`src/rtl/acem_pkg.sv`:
```
// ----------------------------------------------------------------------------
// acem_pkg: shared types and constants for the error metrics accumulator
// Field widths, register indexes, queue item and result layouts.
// ----------------------------------------------------------------------------
package acem_pkg;

  localparam int DATA_W           = 32;
  localparam int IDX_W            = $clog2(DATA_W);
  localparam int WID_W            = 6;
  localparam int POP_W            = 6;
  localparam int CNT_W            = 21;
  localparam int ABS_W            = 53;
  localparam int SQ_W             = 64;
  localparam int HAM_W            = 26;
  localparam int CFG_ADDR_W       = 8;
  localparam int CFG_DATA_W       = 6;
  localparam int IN_TDATA_W       = 64;
  localparam int OUT_TDATA_W      = 256;

  localparam int MAX_OUT_BITS_DEF = 32;
  localparam int MAX_PATTERNS_DEF = 1048576;
  localparam int QUEUE_DEPTH_DEF  = 4;

  // configuration register indexes
  typedef enum logic [CFG_ADDR_W-1:0] {
    REG_SIGNED_MODE = 8'd0,
    REG_OUTPUT_BITS = 8'd1
  } reg_idx_t;

  typedef struct packed {
    logic             signed_mode;
    logic [WID_W-1:0] output_bits;
  } cfg_t;

  // one classified pattern, front to back
  typedef struct packed {
    logic [DATA_W-1:0] abs_diff;
    logic [DATA_W-1:0] abs_exact;
    logic [POP_W-1:0]  diff_bits;
    logic              mismatch;
    logic              last;
  } item_t;

  // result item; first declared field sits in the highest bits
  typedef struct packed {
    logic [CNT_W-1:0] pattern_count;
    logic [HAM_W-1:0] hamming_sum;
    logic [SQ_W-1:0]  exact_sq_sum;
    logic [SQ_W-1:0]  sq_error_sum;
    logic [ABS_W-1:0] abs_error_sum;
    logic [CNT_W-1:0] mismatch_count;
  } result_t;

  localparam int RES_W = $bits(result_t);

endpackage

```
`src/rtl/acem_front.sv`:
```
// ----------------------------------------------------------------------------
// acem_front: pattern classifier
// Masks both words, applies sign, forms |diff|, |exact| and bit difference count.
// ----------------------------------------------------------------------------
module acem_front #(
  parameter int MAX_OUT_BITS = acem_pkg::MAX_OUT_BITS_DEF
) (
  input  acem_pkg::cfg_t                  cfg,
  input  logic [acem_pkg::DATA_W-1:0]     exact_value,
  input  logic [acem_pkg::DATA_W-1:0]     approx_value,
  input  logic                            last_pattern,
  output acem_pkg::item_t                 item
);
  import acem_pkg::*;

  localparam logic [WID_W-1:0] W_MAX = WID_W'(MAX_OUT_BITS);

  logic [WID_W-1:0]  w_eff;
  logic [IDX_W-1:0]  sign_idx;
  logic [DATA_W-1:0] mask;
  logic [DATA_W-1:0] eb;
  logic [DATA_W-1:0] ab;
  logic [DATA_W-1:0] dbits;
  logic              e_neg;
  logic              a_neg;
  logic [DATA_W:0]   ev;
  logic [DATA_W:0]   av;
  logic [DATA_W+1:0] d_pos;
  logic [DATA_W+1:0] d_neg;
  logic [POP_W-1:0]  pop;

  // clamp width to 1..MAX_OUT_BITS
  always_comb begin
    if (cfg.output_bits == '0) begin
      w_eff = WID_W'(1);
    end else if (cfg.output_bits > W_MAX) begin
      w_eff = W_MAX;
    end else begin
      w_eff = cfg.output_bits;
    end
  end

  assign sign_idx = IDX_W'(w_eff - WID_W'(1));

  always_comb begin
    for (int i = 0; i < DATA_W; i++) begin
      mask[i] = (WID_W'(i) < w_eff);
    end
  end

  assign eb    = exact_value & mask;
  assign ab    = approx_value & mask;
  assign dbits = eb ^ ab;

  assign e_neg = cfg.signed_mode & eb[sign_idx];
  assign a_neg = cfg.signed_mode & ab[sign_idx];
  // 33-bit two's complement views
  assign ev    = e_neg ? {1'b1, eb | ~mask} : {1'b0, eb};
  assign av    = a_neg ? {1'b1, ab | ~mask} : {1'b0, ab};

  assign d_pos = {ev[DATA_W], ev} - {av[DATA_W], av};
  assign d_neg = {av[DATA_W], av} - {ev[DATA_W], ev};

  // popcount: nibble counts, then eight narrow adds
  always_comb begin
    logic [2:0] nib;
    pop = '0;
    for (int n = 0; n < DATA_W / 4; n++) begin
      nib = 3'(dbits[4*n]) + 3'(dbits[4*n+1]) + 3'(dbits[4*n+2]) + 3'(dbits[4*n+3]);
      pop = pop + POP_W'(nib);
    end
  end

  always_comb begin
    item.abs_diff  = d_pos[DATA_W+1] ? d_neg[DATA_W-1:0] : d_pos[DATA_W-1:0];
    item.abs_exact = ev[DATA_W] ? (~ev[DATA_W-1:0] + DATA_W'(1)) : ev[DATA_W-1:0];
    item.diff_bits = pop;
    item.mismatch  = (dbits != '0);
    item.last      = last_pattern;
  end

endmodule

```
`config.mk`:
```
export PLATFORM = sky130hd
export DESIGN_NAME = acem_front
export DESIGN_NICKNAME = d
export VERILOG_FILES = /design/src/rtl/acem_pkg.sv /design/src/rtl/acem_front.sv
export SDC_FILE = /design/constraint.sdc
export NUM_CORES = 1
export LEC_CHECK = 0
export BUFFER_PORTS_ARGS = -buffer_cell sky130_fd_sc_hd__buf_4
export CORE_UTILIZATION = 45
export DETAILED_ROUTE_END_ITERATION = 10
export PLACE_DENSITY = 0.69
export SYNTH_ARGS = -nofsm -noshare
export SYNTH_HDL_FRONTEND = slang
export SYNTH_SLANG_ARGS = --single-unit
```
`constraint.sdc`:
```
create_clock -name vclk -period 8.2
set_clock_uncertainty 0.1 [all_clocks]
set_input_delay 0.41 -clock vclk [all_inputs]
set_output_delay 0.41 -clock vclk [all_outputs]
set_load 0.03 [all_outputs]
```
==> results of run 1 <==
[synth_stat cells (7+ instances only)]
| master | instances |
|---|---|
| nand2_1 | 100 |
| o21ai_0 | 77 |
| and3_1 | 10 |
| xnor2_1 | 66 |
| a211oi_1 | 7 |
| a21boi_0 | 10 |
| a31oi_1 | 20 |
| nor2_1 | 86 |
| o21a_1 | 12 |
| a21o_1 | 43 |
| mux2_2 | 17 |
| ha_1 | 72 |
| o211ai_1 | 12 |
| o21ai_1 | 10 |
| fa_1 | 26 |
| buf_2 | 17 |
| xor2_1 | 31 |
| a21oi_1 | 98 |
| nor3_1 | 15 |
| nand2b_1 | 9 |
| mux2i_1 | 29 |
| and2_1 | 12 |
| nand4_1 | 17 |
| clkbuf_1 | 36 |
| inv_1 | 102 |
| nand3_1 | 17 |
| o21bai_1 | 13 |
| nor2b_1 | 17 |
[worst max-delay path, delay by kind of cell]
| family | cells | cell delay [ns] |
|---|---|---|
| XOR/XNOR | 1 | 0.14 |
| buffers and inverters | 8 | 1.53 |
| multiplexers | 2 | 0.70 |
| AND/OR/NAND/NOR | 5 | 1.01 |
| adder cells (fa/ha/maj) | 2 | 0.54 |
| AO/OA/AOI/OAI | 11 | 2.86 |
[metal layers]
| metal | up-vias | share of wire, % | routed length (um) | track usage, % |
|---|---|---|---|---|
| li1 | 4297 | - | - | - |
| met1 | 4271 | 44 | 13770 | 47.81 |
| met2 | 489 | 45 | 13960 | 54.35 |
| met3 | 61 | 7.6 | 2365 | 2.327 |
| met4 | 0 | 3.3 | 1013 | 9.675 |
| met5 | - | 0 | 0 | 0 |
[logic make-up after synthesis]
kind of cell / count (synthesis) / synth area share, %
AOI/OAI and AO/OA: 395 / 34.35
xor gates and xnor gates: 98 / 11.08
adders and majority gates: 101 / 18.37
buffers and inverters: 174 / 9.377
muxes: 48 / 6.562
and+or+nand+nor: 325 / 20.26
[final cells by class]
| class | count | area, um^2 |
|---|---|---|
| inverter | 105 | 394.1 |
| multi-input combinational | 967 | 7177 |
| fill | 1751 | 8025 |
| tap | 225 | 281.5 |
| timing repair buffer | 181 | 1359 |
[where the power goes]
group          leakage [nW]  internal [mW]  switching (mW)
registers                 0              0               0
clock network             0              0               0
logic                  4.39           1.13            1.80
[per-stage QoR]
stage / util [%] / hold WS, ns / worst slack (ns)
after floorplan: - / 0.8517 / 0.3367
after global placement: 53.40 / 0.7202 / 0.5042
after detailed placement: 53.40 / 0.7202 / 0.4083
after CTS: 53.40 / 0.7202 / 0.4000
after global routing: 53.44 / 0.7202 / 0.006859
final: 53.44 / 0.7201 / 0.4730
[repair_timing]
action | CTS | global route
gates resized for setup | 0 | 5
buffers inserted | 0 | 0
endpoints found under the setup margin | 0 | 7
[final timing paths]
kind	end	slack, ns
min	item[0]	0.72
max	item[58]	0.47
==> results_dict.tcl, run 1 <==
set metrics [dict create \
    status "finished clean" \
    num_vias 9118 \
    ir_drop_mv 1.007 \
    setup_violations 0 \
    design.seq.count 0 \
    min_path_cells 0 \
    cp-startpoint "cfg[1]" \
    wl_per_cell_um 21.04 \
    placed_area_um2 9205 \
    p_leak_nw 4.389 \
    layout_commonest_cell "buf_4" \
    grt_overflow_total 0 \
    slew_violations 0 \
    grt_max_degree 47 \
    power_mw 2.933 \
    drc_errors 0 \
    rsz0062_at_grt "no" \
    globalplace.congestion 1.002 \
    cpMostUsedCell "buf_4" \
    critPathArrivalTime_ns 7.22 \
    yosysSeqAreaShare_pct 0 \
    synth.largest_area_cell "ha_1" \
    vias_per_cell 6.169 \
    required_ns 7.69 \
    drt_iter0_drc 1177 \
    slowest_stage "a21boi_1" \
    place_inst 1478 \
    fin_cells 1478 \
    cp_max_fo 21 \
    powerDensity_nw_per_um2 318.4 \
    core_area_um2 17240 \
    nets 1425 \
    io_buffers 142 \
    worstHoldStart "last_pattern" \
    layout_common_cells "buf_4 (181), inv_1 (102), nand2_1 (100), a21oi_1 (98), nor2_1 (86)" \
    fp.dieH_um 134.6 \
    synth_cell_types 97 \
    syn_area_um2 7913 \
    drive_gt1_share_pct 19.63 \
    ys.warnings.count 0 \
    start_util_pct 45.91 \
    cap_violations 0 \
    slew_headroom_pct 54.79 \
    die_w_um 134.6 \
    hold_class "in -> out" \
    end_kind "primary output" \
    wl_um 31100 \
    die_area_um2 18120 \
    netlist_instances 1141 \
    synth.area.top_cells "ha_1 (11%), xnor2_1 (7.3%), fa_1 (6.6%)" \
    fin_area_um2 9211 \
    fmax_mhz 129.4 \
    n_antenna_cell 0 \
    fin_crit_sh_pct 94.23 \
    worst_pin_slew_ns 0.6694 \
    grt_pass1_wl_um 47930 \
    rows 48 \
    start_kind "input pin" \
    layout_min_cycle_time_ns 7.727 \
    syn_area_per_cell_um2 6.935 \
    ios 144 \
    synth.top_cell.area_share_pct 11.39 \
    tns_ns 0 \
    dr.pass1.iters 6 \
    grt_pass1_vias 8483 \
    hold_viol 0 \
    antenna_found_initial 0 \
    slowest_delay_ns 0.47 \
    grt_usage_pct 33.63 \
    ff_latch_area_um2 0 \
    hold_buffers 0 \
    dp_hpwl_um 26420 \
    area_growth_pct 16.41 \
    path_class "in -> out" \
    synthesis.nets 1311 \
    antenna_left 0 \
    n_clock_buffer 0 \
]
(Power assumes the default switching activity.)
==> run 2: changes to the inputs <==
--- a/config.mk
+++ b/config.mk
@@ -6,6 +6,7 @@
 export NUM_CORES = 1
 export LEC_CHECK = 0
 export BUFFER_PORTS_ARGS = -buffer_cell sky130_fd_sc_hd__buf_4
+export CORE_ASPECT_RATIO = 1.5
 export CORE_UTILIZATION = 45
 export DETAILED_ROUTE_END_ITERATION = 10
 export PLACE_DENSITY = 0.69
==> results_dict.tcl, run 2 (same netlist as run 1, synthesis figures left out) <==
set metrics [dict create \
    status "finished clean" \
    die_area_um2 18130 \
    end_kind "primary output" \
    cpMostUsedCell "buf_4" \
    antenna_left 0 \
    dp_hpwl_um 27000 \
    cp_max_fo 42 \
    start_util_pct 45.81 \
    worst_pin_slew_ns 0.7338 \
    dr.pass1.iters 5 \
    dp_slack_ns 0.3554 \
    fp.dieH_um 164.4 \
    combPwrFrac_pct 100.0 \
    grt_pass1_vias 8788 \
    rsz0062_at_grt "no" \
    antenna_found_initial 0 \
    layout_min_cycle_time_ns 7.791 \
    cap_violations 0 \
    ir_drop_mv 1.650 \
    critPathArrivalTime_ns 7.28 \
    fmax_mhz 128.4 \
    wl_um 31930 \
    nets 1432 \
    layout_common_cells "buf_4 (186), inv_1 (102), nand2_1 (100), a21oi_1 (98), nor2_1 (86)" \
    powerDensity_nw_per_um2 321.4 \
    slew_headroom_pct 50.85 \
    ff_latch_area_um2 0 \
    die_w_um 110.3 \
    drive_gt1_share_pct 20.16 \
    layout_commonest_cell "buf_4" \
    drt_iter0_drc 766 \
    hold_buffers 0 \
    p_leak_nw 4.429 \
    fin_cells 1473 \
    setup_violations 0 \
    p_int_mw 1.136 \
    n_antenna_cell 0 \
    num_vias 9167 \
    pwr-share-seq_pct 0 \
    grt_usage_pct 35.08 \
    vias_per_cell 6.223 \
    placed_area_um2 9253 \
    num-fill-cells 1789 \
    hold_slack_ns 0.7200 \
    pwr-share-clk_pct 0 \
    required_ns 7.69 \
    switching_share_pct 61.88 \
    slowest_stage "a2111oi_0" \
    io_buffers 142 \
    fin_area_um2 9275 \
    post-route-util_pct 53.69 \
    worstHoldStart "last_pattern" \
    area_growth_pct 17.22 \
    slowest_delay_ns 0.51 \
    grt_pass1_wl_um 48560 \
    worst_slack_ns 0.4092 \
    core_area_um2 17270 \
    design.seq.count 0 \
    globalplace.congestion 0.9822 \
    wl_per_cell_um 21.67 \
    start_kind "input pin" \
    ios 144 \
    hold_class "in -> out" \
    path_class "in -> out" \
    power_mw 2.981 \
    place_inst 1471 \
    drc_errors 0 \
    grt_overflow_total 0 \
    slew_violations 0 \
    power_switching_mw 1.845 \
    fin_crit_sh_pct 95.01 \
    grt_max_degree 43 \
    tns_ns 0 \
    n_clock_buffer 0 \
    hold_viol 0 \
    cp-startpoint "cfg[1]" \
    rows 59 \
]
==> run 2: power groups by stage <==
stage | logic, mW | registers, mW | clock network [mW]
floorplan | 2.02 | 0 | 0
global placement | 2.97 | 0 | 0
detailed placement | 2.97 | 0 | 0
CTS | 2.98 | 0 | 0
global route | 3.23 | 0 | 0
finish | 2.98 | 0 | 0
==> run 2: path summary, 6_finish.rpt <==
check | end | slack [ns] | cells after the start
worst max-delay path | item[58] | 0.41 | 29
worst min-delay path | item[0] | 0.72 | 0
==> run 2: metal layers <==
| metal | vias to the layer above | track usage [%] | routed length, um |
|---|---|---|---|
| met3 | 100 | 1.500 | 1838 |
| met4 | 0 | 17.22 | 1988 |
| li1 | 4324 | - | - |
| met5 | - | 0 | 0 |
| met2 | 453 | 62.17 | 15720 |
| met1 | 4290 | 42.48 | 12370 |
==> run 2: layout make-up <==
class	count	area (um^2)	area share, %
multi-input cells	967	7178	77.39
repair buffers	188	1436	15.49
inverters	105	394.1	4.249
well taps	213	266.5	2.873
==> run 2: critical path: cells and delay by family <==
| family | cells | cell delay [ns] |
|---|---|---|
| multiplexers | 1 | 0.39 |
| XOR/XNOR | 1 | 0.14 |
| AND/OR/NAND/NOR | 4 | 0.71 |
| buffers and inverters | 6 | 1.06 |
| adder cells (fa/ha/maj) | 2 | 0.61 |
| AO/OA/AOI/OAI | 15 | 3.92 |
==> run 2: timing repair <==
item | in CTS | in global routing
gates resized for setup | 0 | 3
setup endpoints to repair | 0 | 11
setup buffers | 0 | 2
==> run 3: changes to the inputs <==
--- a/config.mk
+++ b/config.mk
@@ -7,9 +7,10 @@
 export LEC_CHECK = 0
 export BUFFER_PORTS_ARGS = -buffer_cell sky130_fd_sc_hd__buf_4
 export CORE_ASPECT_RATIO = 1.5
-export CORE_UTILIZATION = 45
+export CORE_MARGIN = 1.5
+export CORE_UTILIZATION = 60
 export DETAILED_ROUTE_END_ITERATION = 10
-export PLACE_DENSITY = 0.69
+export PLACE_DENSITY = 0.87
 export SYNTH_ARGS = -nofsm -noshare
 export SYNTH_HDL_FRONTEND = slang
 export SYNTH_SLANG_ARGS = --single-unit
==> results_dict.tcl, run 3 (same netlist as run 1, synthesis figures left out) <==
set metrics [dict create \
    drive_gt1_share_pct 19.49 \
    n_antenna_cell 0 \
    hold_viol 0 \
    ios 144 \
    die_w_um 96.77 \
    fin_crit_sh_pct 94.27 \
    fp.dieH_um 143.6 \
    die_area_um2 13900 \
    layout_common_cells "buf_4 (174), inv_1 (102), nand2_1 (100), a21oi_1 (98), nor2_1 (86)" \
    start_util_pct 61.08 \
    cap_violations 0 \
    fmax_mhz 129.4 \
    slew_headroom_pct 54.12 \
    cp.depth 28 \
    vias_per_cell 6.718 \
    min_path_cells 0 \
    wl_per_cell_um 21.58 \
    start_kind "input pin" \
    p_int_mw 1.155 \
    pwr-share-clk_pct 0 \
    multi_input_area_um2 7183 \
    antenna_found_initial 0 \
    fin_cells 1406 \
    powerDensity_nw_per_um2 333.3 \
    critPathArrivalTime_ns 7.22 \
    antenna_left 0 \
    drt_iter0_drc 884 \
    slowest_stage "a2111o_1" \
    dr.pass1.iters 6 \
    critPathTopFamily "compound AO/OA/AOI/OAI gates" \
    cpMostUsedCell "buf_4" \
    p_leak_nw 4.359 \
    layout_commonest_cell "buf_4" \
    drc_errors 0 \
    design.seq.count 0 \
    combPwrFrac_pct 100.0 \
    grt_pass1_vias 8887 \
    rows 51 \
    power_switching_mw 1.880 \
    ff_latch_area_um2 0 \
    slew_violations 0 \
    io_buffers 142 \
    grt_max_degree 44 \
    grt_pass1_wl_um 46730 \
    num-fill-cells 1201 \
    critPathBufInv 6 \
    setup_violations 0 \
    status "finished clean" \
    area_growth_pct 15.04 \
    pwr-share-seq_pct 0 \
    core_area_um2 12950 \
    cp_max_fo 42 \
    tns_ns 0 \
    wl_um 30350 \
    slowest_delay_ns 0.55 \
    switching_share_pct 61.95 \
    worst_pin_slew_ns 0.6868 \
    hold_buffers 0 \
    place_inst 1404 \
    rsz0062_at_grt "no" \
    hold_class "in -> out" \
    hold_slack_ns 0.7205 \
    required_ns 7.69 \
    grt_overflow_total 0 \
    nets 1419 \
    end_kind "primary output" \
    layout_min_cycle_time_ns 7.730 \
    dp_hpwl_um 25590 \
    path_class "in -> out" \
    num_vias 9445 \
    grt_usage_pct 41.83 \
    n_clock_buffer 0 \
    globalplace.congestion 1.054 \
    power_mw 3.034 \
    ir_drop_mv 1.298 \
]
run 3: cell count changes in the layout (fill, tap and decap cells not counted):
cell	delta
o21ai_1	-1
buf_12	-1
o21ai_0	+1
a211oi_2	+1
ha_2	+2
ha_1	-2
nor3_1	+1
buf_4	-12
nor3_2	-1
a211oi_1	-1
run 3: through the flow:
stage	utilization [%]	area (um^2)	worst slack, ns
after global routing	70.27	9102	0.01213
after floorplan	-	7913	0.3367
after detailed placement	70.06	9075	0.3644
after CTS	70.06	9075	0.3522
after global placement	70.06	9075	0.5334
final	70.27	9102	0.4701
run 3: path summary, 6_finish.rpt:
check	startpoint	endpoint	slack [ns]
setup / recovery	cfg[1]	item[69]	0.47
hold / removal	last_pattern	item[0]	0.72
run 3: power groups by stage:
stage / clock network (mW) / logic (mW) / registers [mW]
2_1_floorplan: 0 / 2.02 / 0
4_1_cts: 0 / 3.03 / 0
3_5_place_dp: 0 / 3.01 / 0
6_report: 0 / 3.03 / 0
5_1_grt: 0 / 3.23 / 0
3_3_place_gp: 0 / 2.98 / 0
run 3: routing by layer:
layer / global-route usage, % / wire [um] / vias to the layer above / part of all wire, %
met4: 27.23 / 2573 / 0 / 8.5
met1: 50.09 / 11020 / 4351 / 36
li1: - / - / 4286 / -
met3: 2.237 / 2351 / 158 / 7.7
met2: 72.80 / 14400 / 650 / 47
met5: 0 / 0 / - / 0
run 3: cell type report:
| cell class | count | share of cell area (%) |
|---|---|---|
| inverter | 105 | 4.330 |
| multi-input combinational | 967 | 78.91 |
| tap | 159 | 2.186 |
| timing repair buffer | 175 | 14.57 |
run 3: timing repair:
| action | 4_1_cts | 5_1_grt |
|---|---|---|
| setup endpoints to repair | 0 | 12 |
| setup buffers | 0 | 2 |
| resized for setup | 0 | 4 |
