==> config.mk <==
export PLATFORM = sky130hd
export DESIGN_NAME = acem_queue
export DESIGN_NICKNAME = d
export VERILOG_FILES = /design/src/rtl/acem_pkg.sv /design/src/rtl/acem_queue.sv
export SDC_FILE = /design/constraint.sdc
export NUM_CORES = 1
export LEC_CHECK = 0
export ABC_AREA = 1
export BUFFER_PORTS_ARGS = -buffer_cell sky130_fd_sc_hd__buf_2
export CORE_AREA = 8 8 162 164
export CTS_CLUSTER_DIAMETER = 200
export DETAILED_ROUTE_END_ITERATION = 12
export DIE_AREA = 0 0 170 172
export PLACE_DENSITY = 0.7
export SYNTH_ARGS = -nofsm -noshare
export SYNTH_HDL_FRONTEND = slang
export SYNTH_SLANG_ARGS = --single-unit
export TNS_END_PERCENT = 30
==> constraint.sdc <==
create_clock -name clk -period 10 [get_ports clk]
set_input_delay 0.5 -clock clk [delete_from_list [all_inputs] [get_ports clk]]
set_output_delay 0.5 -clock clk [all_outputs]
set_load 0.05 [all_outputs]
==> src/rtl/acem_pkg.sv <==
// ----------------------------------------------------------------------------
// acem_pkg: shared types and constants for the error metrics accumulator
// Field widths, register indexes, queue item and result layouts.
// ----------------------------------------------------------------------------
package acem_pkg;

  localparam int DATA_W           = 32;
  localparam int IDX_W            = $clog2(DATA_W);
  localparam int WID_W            = 6;
  localparam int POP_W            = 6;
  localparam int CNT_W            = 21;
  localparam int ABS_W            = 53;
  localparam int SQ_W             = 64;
  localparam int HAM_W            = 26;
  localparam int CFG_ADDR_W       = 8;
  localparam int CFG_DATA_W       = 6;
  localparam int IN_TDATA_W       = 64;
  localparam int OUT_TDATA_W      = 256;

  localparam int MAX_OUT_BITS_DEF = 32;
  localparam int MAX_PATTERNS_DEF = 1048576;
  localparam int QUEUE_DEPTH_DEF  = 4;

  // configuration register indexes
  typedef enum logic [CFG_ADDR_W-1:0] {
    REG_SIGNED_MODE = 8'd0,
    REG_OUTPUT_BITS = 8'd1
  } reg_idx_t;

  typedef struct packed {
    logic             signed_mode;
    logic [WID_W-1:0] output_bits;
  } cfg_t;

  // one classified pattern, front to back
  typedef struct packed {
    logic [DATA_W-1:0] abs_diff;
    logic [DATA_W-1:0] abs_exact;
    logic [POP_W-1:0]  diff_bits;
    logic              mismatch;
    logic              last;
  } item_t;

  // result item; first declared field sits in the highest bits
  typedef struct packed {
    logic [CNT_W-1:0] pattern_count;
    logic [HAM_W-1:0] hamming_sum;
    logic [SQ_W-1:0]  exact_sq_sum;
    logic [SQ_W-1:0]  sq_error_sum;
    logic [ABS_W-1:0] abs_error_sum;
    logic [CNT_W-1:0] mismatch_count;
  } result_t;

  localparam int RES_W = $bits(result_t);

endpackage

==> src/rtl/acem_queue.sv <==
// ----------------------------------------------------------------------------
// acem_queue: short item queue between classifier and accumulator
// Register-based FIFO, one push and one pop per cycle; push is held off while full, pop while empty.
// ----------------------------------------------------------------------------
module acem_queue #(
  parameter int DEPTH = acem_pkg::QUEUE_DEPTH_DEF   // 2 or more
) (
  input  logic            clk,
  input  logic            rst_n,
  input  logic            push,
  input  acem_pkg::item_t din,
  output logic            full,
  input  logic            pop,
  output acem_pkg::item_t dout,
  output logic            empty
);
  import acem_pkg::*;

  localparam int PTR_W = $clog2(DEPTH);
  localparam int CQ_W  = $clog2(DEPTH + 1);
  localparam logic [PTR_W-1:0] LAST_PTR = PTR_W'(DEPTH - 1);

  item_t            mem_r [DEPTH];
  logic [PTR_W-1:0] wr_ptr_r, wr_ptr_nxt;
  logic [PTR_W-1:0] rd_ptr_r, rd_ptr_nxt;
  logic [CQ_W-1:0]  count_r, count_nxt;
  logic             do_push, do_pop;

  assign full    = (count_r == CQ_W'(DEPTH));
  assign empty   = (count_r == '0);
  assign do_push = push & ~full;
  assign do_pop  = pop & ~empty;
  assign dout    = mem_r[rd_ptr_r];

  always_comb begin
    wr_ptr_nxt = wr_ptr_r;
    rd_ptr_nxt = rd_ptr_r;
    count_nxt  = count_r;
    if (do_push) begin
      wr_ptr_nxt = (wr_ptr_r == LAST_PTR) ? '0 : wr_ptr_r + PTR_W'(1);
    end
    if (do_pop) begin
      rd_ptr_nxt = (rd_ptr_r == LAST_PTR) ? '0 : rd_ptr_r + PTR_W'(1);
    end
    if (do_push && !do_pop) begin
      count_nxt = count_r + CQ_W'(1);
    end else if (do_pop && !do_push) begin
      count_nxt = count_r - CQ_W'(1);
    end
  end

  always_ff @(posedge clk) begin
    if (!rst_n) begin
      wr_ptr_r <= '0;
      rd_ptr_r <= '0;
      count_r  <= '0;
    end else begin
      wr_ptr_r <= wr_ptr_nxt;
      rd_ptr_r <= rd_ptr_nxt;
      count_r  <= count_nxt;
    end
  end

  always_ff @(posedge clk) begin
    if (do_push) begin
      mem_r[wr_ptr_r] <= din;
    end
  end

endmodule

==> results.tsv, run 1 <==
metric	value	unit
achievable frequency	275	MHz
Distinct cells, synth	24	
Max-cap violations	0	
core area	23800	µm²
critical path class	flop to primary output	
First DRT Iteration DRCs	544	
critical-path cell list	inv_6 > buf_4 > o21ai_0 > o22ai_2 > buf_2	
depth of the CTS H-tree	1	
CTS Sinks	297	
WP buf/inv	3	
grt ovf	0	
share of post-route cells with drive strength above 1	0.324	
met3 Usage GRT	0.0345	
CP Max Fanout	89	
Worst-path clk slew	0.06	ns
final setup fails	0	
register area share after synthesis	0.762	
HPWL after DPL	13.4	mm
# rows	57	
Synth Net Count	851	
HP Start	din[40]	
CTS tree	yes	
CP max stage delay	0.68	ns
Die H	172	µm
detailed-route DRC error count	0	
width of the chip	170	µm
FF+latch count, synth	297	
Setup Fix Bufs, Post-CTS	0	
Total Wirelength	24.0	mm
Largest delay share family, worst path	buffers and inverters	
WP data required	9.50	ns
clock root buffer	clkbuf_16	
CTS max path bufs	3	
Hold WC Path Type	input port to flop	
Worst R2R End	mem_r[0][59]	
Nets	991	
design area	13400	µm²
depth of the worst register-to-register path	5	
static leakage	0.00468	µW
ANT nets after route	0	
power density cells	305	nW/µm²
Crit. End Element	primary output	
Syn Area/Cell	15.1	µm²
Final Max Tran Viols	0	
post-cts resize count	0	
Port Buffer Count	149	
Routed WL per cell	19.1	µm
initial antenna violation count	3	
CTS Hold Bufs	0	
Hold Fails Final Rpt	0	
hold worst-path end	mem_r[2][40]	
RD Place Congestion	0.704	
DP Area	12500	µm²
CP arrival	3.14	ns
yosys warns	0	
grt met1 use	0.203	
clk_lat worst skew	0.55	ns
Final Cycle Share	0.364	
Pre-Repair DR Iteration Count	4	
Reg-to-Reg Start	count_r[0]	
Post-Syn Instances	768	
largest net degree at the start of global routing	97	
CTS Buf Count	28	
CP max stage cell	buf_4	
effective utilization at floorplan	0.487	
vias in the first global route	6957	
slew margin rel.	0.359	
R2R Setup Slk	7.23	ns
actual slew at the worst max-slew pin	0.962	ns
met2 usage	0.285	
IO Pins	150	
RSZ-0062 raised after global routing	no	
die area	29200	µm²
busiest layer in global routing	met2	
Setup Skew	0.0177	ns
status	finished, final reports clean	
vias per inst	5.31	
Startpoint Class	flop	
global-route wire length before repair	37.7	mm
synthesized area	11600	µm²
routed vias	6666	
peak supply drop	0.219	mV
Setup TNS Final	0	ns
layout overhead on the synthesized area	16.0	%
total track usage	0.163	
hold path depth	1	
Tmin final	3.64	ns
## cell families after synthesis
logic type	share of synthesized area
compound gates	0.130
simple gates	0.0694
buf+inv	0.0311
flops	0.762
fa+ha+maj	0.00820
## worst max path at each step
stage               cells past startpoint          end        from
CTS                                     5     dout[32]        flop
finish                                  5     dout[32]        flop
detailed placement                      5     dout[32]        flop
global placement                        5     dout[57]        flop
global route                            5     dout[32]        flop
floorplan                               4  mem_r[0][0]  count_r[1]
## where the power goes
part           total (µW)  switching [µW]  internal, µW
combinational        1500            1170           332
sequential           1570            51.3          1520
clock                1030             434           593
## synthesized netlist by cell type
| library cell | count | area share |
|---|---|---|
| a21oi_1 | 2 | 0.00086 |
| buf_12 | 1 | 0.0017 |
| buf_2 | 17 | 0.0073 |
| buf_4 | 1 | 0.00065 |
| buf_6 | 8 | 0.0078 |
| clkbuf_1 | 13 | 0.0042 |
| clkbuf_2 | 6 | 0.0026 |
| dfxtp_1 | 9 | 0.016 |
| edfxtp_1 | 288 | 0.75 |
| fa_1 | 1 | 0.0017 |
| ha_1 | 6 | 0.0065 |
| inv_1 | 17 | 0.0055 |
| inv_4 | 1 | 0.00054 |
| inv_6 | 1 | 0.00076 |
| nand2_1 | 15 | 0.0049 |
| nand3_1 | 1 | 0.00043 |
| nand3b_1 | 1 | 0.00065 |
| nand4_1 | 1 | 0.00054 |
| nor2_1 | 111 | 0.036 |
| nor2_2 | 50 | 0.027 |
| o21ai_0 | 136 | 0.059 |
| o21ai_1 | 10 | 0.0043 |
| o22ai_1 | 22 | 0.012 |
| o22ai_2 | 50 | 0.054 |
## area by class of cell
type | count | area [µm²]
inverter | 19 | 78.8
timing repair buffer | 156 | 798
sequential | 297 | 8830
clock inverter | 16 | 163
tap | 324 | 405
clock buffer | 36 | 731
antenna | 1 | 2.50
fill | 1930 | 10400
multi-input combinational | 406 | 2430
## sequential cells by signal, summed over array words and instances (netlist names), named ones only
name and cells:
count_r 3, mem_r 288, rd_ptr_r 2, wr_ptr_r 2
## per-stage QoR
stage / std cells / total power (µW) / hold WS [ns] / setup WS [ns] / util
2_1_floorplan: 768 / 2780 / 0.480 / 5.81 / -
3_3_place_gp: 1202 / 3090 / 0.497 / 7.01 / 0.527
3_5_place_dp: 1202 / 3110 / 0.516 / 6.94 / 0.527
4_1_cts: 1254 / 4140 / 0.142 / 6.27 / 0.564
5_1_grt: 1255 / 4290 / 0.148 / 6.16 / 0.564
6_report: 1255 / 4100 / 0.167 / 6.36 / 0.564
## cells in the final DEF, fill, tap and decap left out, types with 2 or more instances in the layout
cell / netlist / layout
edfxtp_1: 288 / 288
buf_2: 17 / 149
o21ai_0: 136 / 136
nor2_1: 111 / 107
nor2_2: 50 / 50
o22ai_2: 50 / 50
clkbuf_16: 0 / 28
o22ai_1: 22 / 22
inv_1: 17 / 17
nand2_1: 15 / 15
o21ai_1: 10 / 10
clkbuf_1: 13 / 8
clkinv_1: 0 / 7
dfxtp_1: 9 / 7
buf_4: 1 / 7
ha_1: 6 / 6
nor2_4: 0 / 4
bufinv_16: 0 / 3
clkinv_2: 0 / 3
a21oi_1: 2 / 2
clkinvlp_4: 0 / 2
## per-layer routing
metal / part of all wire / wire, µm / vias up
li1: - / - / 3161
met3: 0.055 / 1320 / 43
met1: 0.43 / 10300 / 3315
met5: 0.0011 / 26 / -
met4: 0.020 / 476 / 4
met2: 0.50 / 11900 / 143
Power figures use the tool's default switching activity.
==> inputs of run 2 (changes only) <==
--- a/config.mk
+++ b/config.mk
@@ -5,13 +5,13 @@
 export SDC_FILE = /design/constraint.sdc
 export NUM_CORES = 1
 export LEC_CHECK = 0
-export ABC_AREA = 1
+export ABC_AREA = 0
 export BUFFER_PORTS_ARGS = -buffer_cell sky130_fd_sc_hd__buf_2
-export CORE_AREA = 8 8 162 164
+export CORE_AREA = 8 8 157 159
 export CTS_CLUSTER_DIAMETER = 200
 export DETAILED_ROUTE_END_ITERATION = 12
-export DIE_AREA = 0 0 170 172
-export PLACE_DENSITY = 0.7
+export DIE_AREA = 0 0 165 167
+export PLACE_DENSITY = 0.73
 export SYNTH_ARGS = -nofsm -noshare
 export SYNTH_HDL_FRONTEND = slang
 export SYNTH_SLANG_ARGS = --single-unit
==> constraint.sdc (replaced) <==
create_clock -name clk -period 3.2 [get_ports clk]
set_input_delay 0.16 -clock clk [delete_from_list [all_inputs] [get_ports clk]]
set_output_delay 0.16 -clock clk [all_outputs]
set_load 0.05 [all_outputs]
==> results.tsv, run 2 <==
metric	value	unit
status	finished, final reports clean	
actual slew at the worst max-slew pin	0.601	ns
Hold Fails Final Rpt	0	
CTS max path bufs	3	
Syn Area/Cell	25.6	µm²
top-area cell type share of the netlist area	0.790	
# fillers	1519	
Final Cycle Share	0.812	
width of the chip	165	µm
FF+latch count, synth	297	
clk_lat worst skew	0.53	ns
R2R Setup Slk	0.60	ns
vias in the first global route	5716	
register area share after synthesis	0.806	
Hold WC Path Type	input port to flop	
Post-synth EDFFs	288	
Worst setup endpoint	count_r[2]	
Crit path depth	8	
clock root buffer	clkbuf_16	
critical-path cell list	nor3b_2 > nor2b_1 > ha_1 > inv_1 > fa_1 > xor2_1 > or3_1 > a21boi_0	
non-filler cells, final	974	
post-cts resize count	0	
Final Util	0.614	
CP Max Fanout	7	
Setup Fix Bufs, Post-CTS	0	
Setup TNS Final	0	ns
Die H	167	µm
IO Pins	150	
Synth Net Count	510	
Worst R2R End	count_r[2]	
share of post-route cells with drive strength above 1	0.406	
static leakage	0.00464	µW
top cells by count, synth	edfxtp_1 (288), mux4_2 (70), dfxtp_1 (9), buf_2 (8), buf_12 (7)	
Top Layer Used	met4	
commonest cells after routing, fill and taps aside	edfxtp_1 (288), buf_2 (149), dlygate4sd3_1 (73)	
WP buf/inv	1	
placed cells	849	
Setup Skew	0.0106	ns
Tmin final	2.60	ns
Final Max Tran Viols	0	
Max-cap violations	0	
yosys warns	0	
Routed WL per cell	20.8	µm
ANT nets after route	0	
RSZ-0062 raised after global routing	no	
Yosys top cell by area	edfxtp_1	
power density cells	862	nW/µm²
# rows	55	
initial antenna violation count	0	
Reg-to-Reg Start	count_r[0]	
Largest delay share family, worst path	simple AND/OR/NAND/NOR gates	
CP arrival	3.03	ns
CTS Sinks	297	
max reg flops	288	
Largest regs	mem_r: 288 flops, count_r: 3 flops	
commonest non-fill, non-tap cell in the layout	edfxtp_1	
global-route wire length before repair	31.9	mm
Port Buffer Count	149	
Worst-path clk slew	0.06	ns
detailed-route DRC error count	0	
Pre-Repair DR Iteration Count	4	
achievable frequency	385	MHz
met2 routed WL	9.97	mm
WP data required	3.63	ns
CP max stage cell	nor2b_1	
WHS	0.0702	ns
Area contributors post-synth	edfxtp_1 (79%), mux4_2 (14%), dfxtp_1 (1.6%), buf_12 (1.3%), ha_1 (0.69%)	
Nets	751	
critical path class	flop to flop	
dominant cell by count in the synthesized netlist	edfxtp_1	
largest net degree at the start of global routing	73	
effective utilization at floorplan	0.493	
total track usage	0.148	
Startpoint Class	flop	
final setup fails	0	
layout overhead on the synthesized area	24.8	%
Tot Pwr	11800	µW
fraction of registers with async set or reset after synthesis	0	
grt ovf	0	
First DRT Iteration DRCs	311	
CTS Buf Count	29	
die area	27600	µm²
FF+latch area	8840	µm²
Crit. Startpoint	count_r[0]	
area occupied by multi-input gates	1920	µm²
largest register by flop count	mem_r	
Synth Flop Type	edfxtp_1	
met3 WL	1.54	mm
Total Wirelength	20.3	mm
Post-Syn Instances	427	
core area	22200	µm²
routed vias	5119	
peak supply drop	0.699	mV
M1 WL	8.46	mm
RD Place Congestion	0.739	
CTS tree	yes	
Crit. End Element	flop	
depth of the worst register-to-register path	8	
vias per inst	5.26	
depth of the CTS H-tree	1	
synthesized area	10900	µm²
Diodes inserted	0	
slew margin rel.	0.598	
CP max stage delay	0.49	ns
HPWL after DPL	12.3	mm
Distinct cells, synth	25	
## run 2: changes by cell type after synthesis, sizes merged, moves of 2 or more
cell    before  now
nor2       161    2
o21ai      146    3
mux4         0   72
o22ai       72    0
clkbuf      19    2
inv         19    3
buf         27   16
nand2       15    6
and2         0    5
mux2i        0    3
a21oi        2    0
nor2b        0    2
## run 2: final cells by class
type / instances / share of cell area
Clock buffer: 29 / 0.0531
Multi-Input combinational cell: 109 / 0.141
Clock inverter: 23 / 0.0156
Sequential cell: 297 / 0.647
Tap cell: 285 / 0.0261
Timing Repair Buffer: 228 / 0.117
Inverter: 3 / 0.000824
## run 2: metal layers
metal,track usage,up-vias
li1,-,2296
met1,0.198,2627
met2,0.244,170
met3,0.0338,26
met4,0.0298,0
met5,0,-
## run 2: power breakdown
group          switching, µW  internal, µW
Combinational           2470          1120
Sequential               149          4740
Clock                   1390          1910
## run 2: how the worst min path moves through the flow
stage / from / to / slack (ns) / cells past startpoint
after global routing: pop / flop / 0.1 / 3
final: pop / flop / 0.07 / 3
after floorplan: din[0] / mem_r[0][0] / 0.26 / 0
after CTS: pop / flop / 0.04 / 3
after detailed placement: din[32] / mem_r[0][32] / 0.38 / 1
after global placement: din[15] / mem_r[0][15] / 0.37 / 1
## run 2: repair_timing
item / in CTS / in global routing
endpoints found under the setup margin: 0 / 0
endpoints found under the hold margin: 295 / 0
hold buffers: 73 / 0
## run 2: tightest hold or removal path, cell delays in order
cell     delay, ns
buf_2         0.10
o31ai_1       0.13
o21ai_0       0.14
## run 2: per-stage QoR
step / instance area (µm²) / setup slack [ns]
4_1_cts: 13700 / 0.617
3_5_place_dp: 12000 / 0.676
3_3_place_gp: 12000 / 0.900
5_1_grt: 13700 / 0.434
2_1_floorplan: 10900 / 0.162
6_report: 13700 / 0.602
## run 2: cells by family after synthesis
logic type	after synthesis	share of synthesized area
compound gates	5	0.00274
buf+inv	21	0.0192
flops	297	0.806
simple gates	20	0.00983
xor+xnor	2	0.00160
mux	75	0.152
fa+ha+maj	7	0.00869
==> inputs of run 3 (changes only) <==
--- a/config.mk
+++ b/config.mk
@@ -5,13 +5,13 @@
 export SDC_FILE = /design/constraint.sdc
 export NUM_CORES = 1
 export LEC_CHECK = 0
-export ABC_AREA = 0
+export ABC_AREA = 1
 export BUFFER_PORTS_ARGS = -buffer_cell sky130_fd_sc_hd__buf_2
-export CORE_AREA = 8 8 157 159
+export CORE_AREA = 8 8 162 164
 export CTS_CLUSTER_DIAMETER = 200
 export DETAILED_ROUTE_END_ITERATION = 12
-export DIE_AREA = 0 0 165 167
-export PLACE_DENSITY = 0.73
+export DIE_AREA = 0 0 170 172
+export PLACE_DENSITY = 0.72
 export SYNTH_ARGS = -nofsm -noshare
 export SYNTH_HDL_FRONTEND = slang
 export SYNTH_SLANG_ARGS = --single-unit
==> constraint.sdc (replaced) <==
create_clock -name clk -period 2.2 [get_ports clk]
set_input_delay 0.11 -clock clk [delete_from_list [all_inputs] [get_ports clk]]
set_output_delay 0.11 -clock clk [all_outputs]
set_load 0.05 [all_outputs]
==> results.tsv, run 3 (synthesis results as in run 1) <==
metric	value	unit
CP Max Fanout	56	
HPWL after DPL	13.6	mm
sequential power share	0.358	
grt ovf	0	
WP data required	2.09	ns
met2 usage	0.307	
vias in the first global route	7384	
Final Max Tran Viols	0	
PnR worst setup slack	0.0771	ns
RD Place Congestion	0.737	
First DRT Iteration DRCs	436	
slew margin rel.	0.693	
IO Pins	150	
achievable frequency	471	MHz
Switching Share	0.394	
grt met1 use	0.210	
commonest cells after routing, fill and taps aside	edfxtp_1 (288), buf_2 (141), o21ai_0 (136)	
clk_lat worst skew	0.54	ns
vias per inst	5.23	
Total Wirelength	25.2	mm
actual slew at the worst max-slew pin	0.460	ns
CTS tree	yes	
cell internal pwr	12000	µW
largest net degree at the start of global routing	73	
Tmin final	2.12	ns
Port Buffer Count	149	
global-route wire length before repair	39.3	mm
Setup WS pre-CTS	0.283	ns
Routed WL per cell	18.7	µm
Setup Fix Bufs, Post-CTS	0	
critical path class	flop to primary output	
Startpoint Class	flop	
CTS max path bufs	3	
Comb pwr share	0.375	
width of the chip	170	µm
core area	23800	µm²
routed vias	7047	
area occupied by multi-input gates	2440	µm²
share of post-route cells with drive strength above 1	0.316	
Nets	1080	
FF+latch area	8830	µm²
depth of the CTS H-tree	1	
Final Cycle Share	0.965	
Sw Pwr	7780	µW
commonest non-fill, non-tap cell in the layout	edfxtp_1	
total track usage	0.172	
ANT nets after route	0	
CP arrival	2.01	ns
status	finished, final reports clean	
largest register by flop count	mem_r	
met3 Usage GRT	0.0290	
Max-cap violations	0	
# fillers	1770	
RSZ-0062 raised after global routing	no	
die area	29200	µm²
Hold WC Path Type	input port to flop	
static leakage	0.00520	µW
final setup fails	0	
effective utilization at floorplan	0.487	
clock root buffer	clkbuf_16	
Setup Skew	0.0107	ns
layout overhead on the synthesized area	26.5	%
CTS Buf Count	30	
peak supply drop	1.02	mV
Crit. End Element	primary output	
detailed-route DRC error count	0	
Pre-Repair DR Iteration Count	5	
Die H	172	µm
Tot Pwr	19800	µW
clock share of power	0.267	
Hold Fails Final Rpt	0	
initial antenna violation count	2	
max reg flops	288	
# rows	57	
Worst-path clk slew	0.06	ns
CTS Sinks	297	
Largest regs	mem_r: 288 flops, count_r: 3 flops	
power density cells	1350	nW/µm²
busiest layer in global routing	met2	
Setup TNS Final	0	ns
## run 3: cell count changes in the layout (fill, tap and decap cells not counted), moves of 14 or more
cell / change
inv_1: +14
nor2_1: +105
mux4_2: -70
o22ai_1: +22
o22ai_2: +50
nor2_2: +50
o21ai_0: +133
## run 3: what timing repair did
action	CTS	global route
gates cloned	1	0
endpoints found under the setup margin	20	24
hold buffers	76	0
resized for setup	4	11
hold endpoints to repair	297	0
## run 3: worst paths after layout
path | from | to | slack (ns) | cells after the start
worst min register to register | count_r[0] | count_r[0] | 0.55 | 2
worst max register to register | count_r[1] | count_r[1] | 0.21 | 9
worst max-delay path | flop | dout[48] | 0.08 | 4
worst min-delay path | din[35] | mem_r[0][35] | 0.31 | 2
## run 3: final cells by class
type | instances | share of cell area
multi-input combinational | 406 | 0.166
clock buffer | 32 | 0.0517
tap | 324 | 0.0276
inverter | 19 | 0.00606
clock inverter | 24 | 0.0195
antenna | 2 | 0.000341
timing repair buffer | 243 | 0.126
sequential | 297 | 0.602
## run 3: worst max-delay path, cell delays in order (launching register included)
cell and delay (ns):
dfxtp_4 0.47, buf_16 0.28, o21ai_0 0.13, o22ai_1 0.24
buf_2 0.31
## run 3: metal layers
layer / up-vias / share of wire
met1: 3442 / 0.41
met2: 212 / 0.50
met5: - / 0
li1: 3345 / -
met4: 0 / 0.025
met3: 48 / 0.058
## run 3: through the flow
step / instances / util / area [µm²] / hold WS [ns]
final: 1347 / 0.616 / 14700 / 0.311
after global routing: 1347 / 0.616 / 14700 / 0.307
after CTS: 1345 / 0.615 / 14600 / 0.295
after detailed placement: 1212 / 0.537 / 12800 / 0.327
after global placement: 1212 / 0.537 / 12800 / 0.325
after floorplan: 768 / - / 11600 / 0.209
## run 3: power by group through the flow
stage	Combinational [µW]	Clock (µW)	Sequential, µW
final	7410	5270	7080
after global routing	7880	5590	7130
after CTS	7460	5370	7070
after detailed placement	7220	0	7170
after global placement	7150	0	7160
after floorplan	5460	0	7140
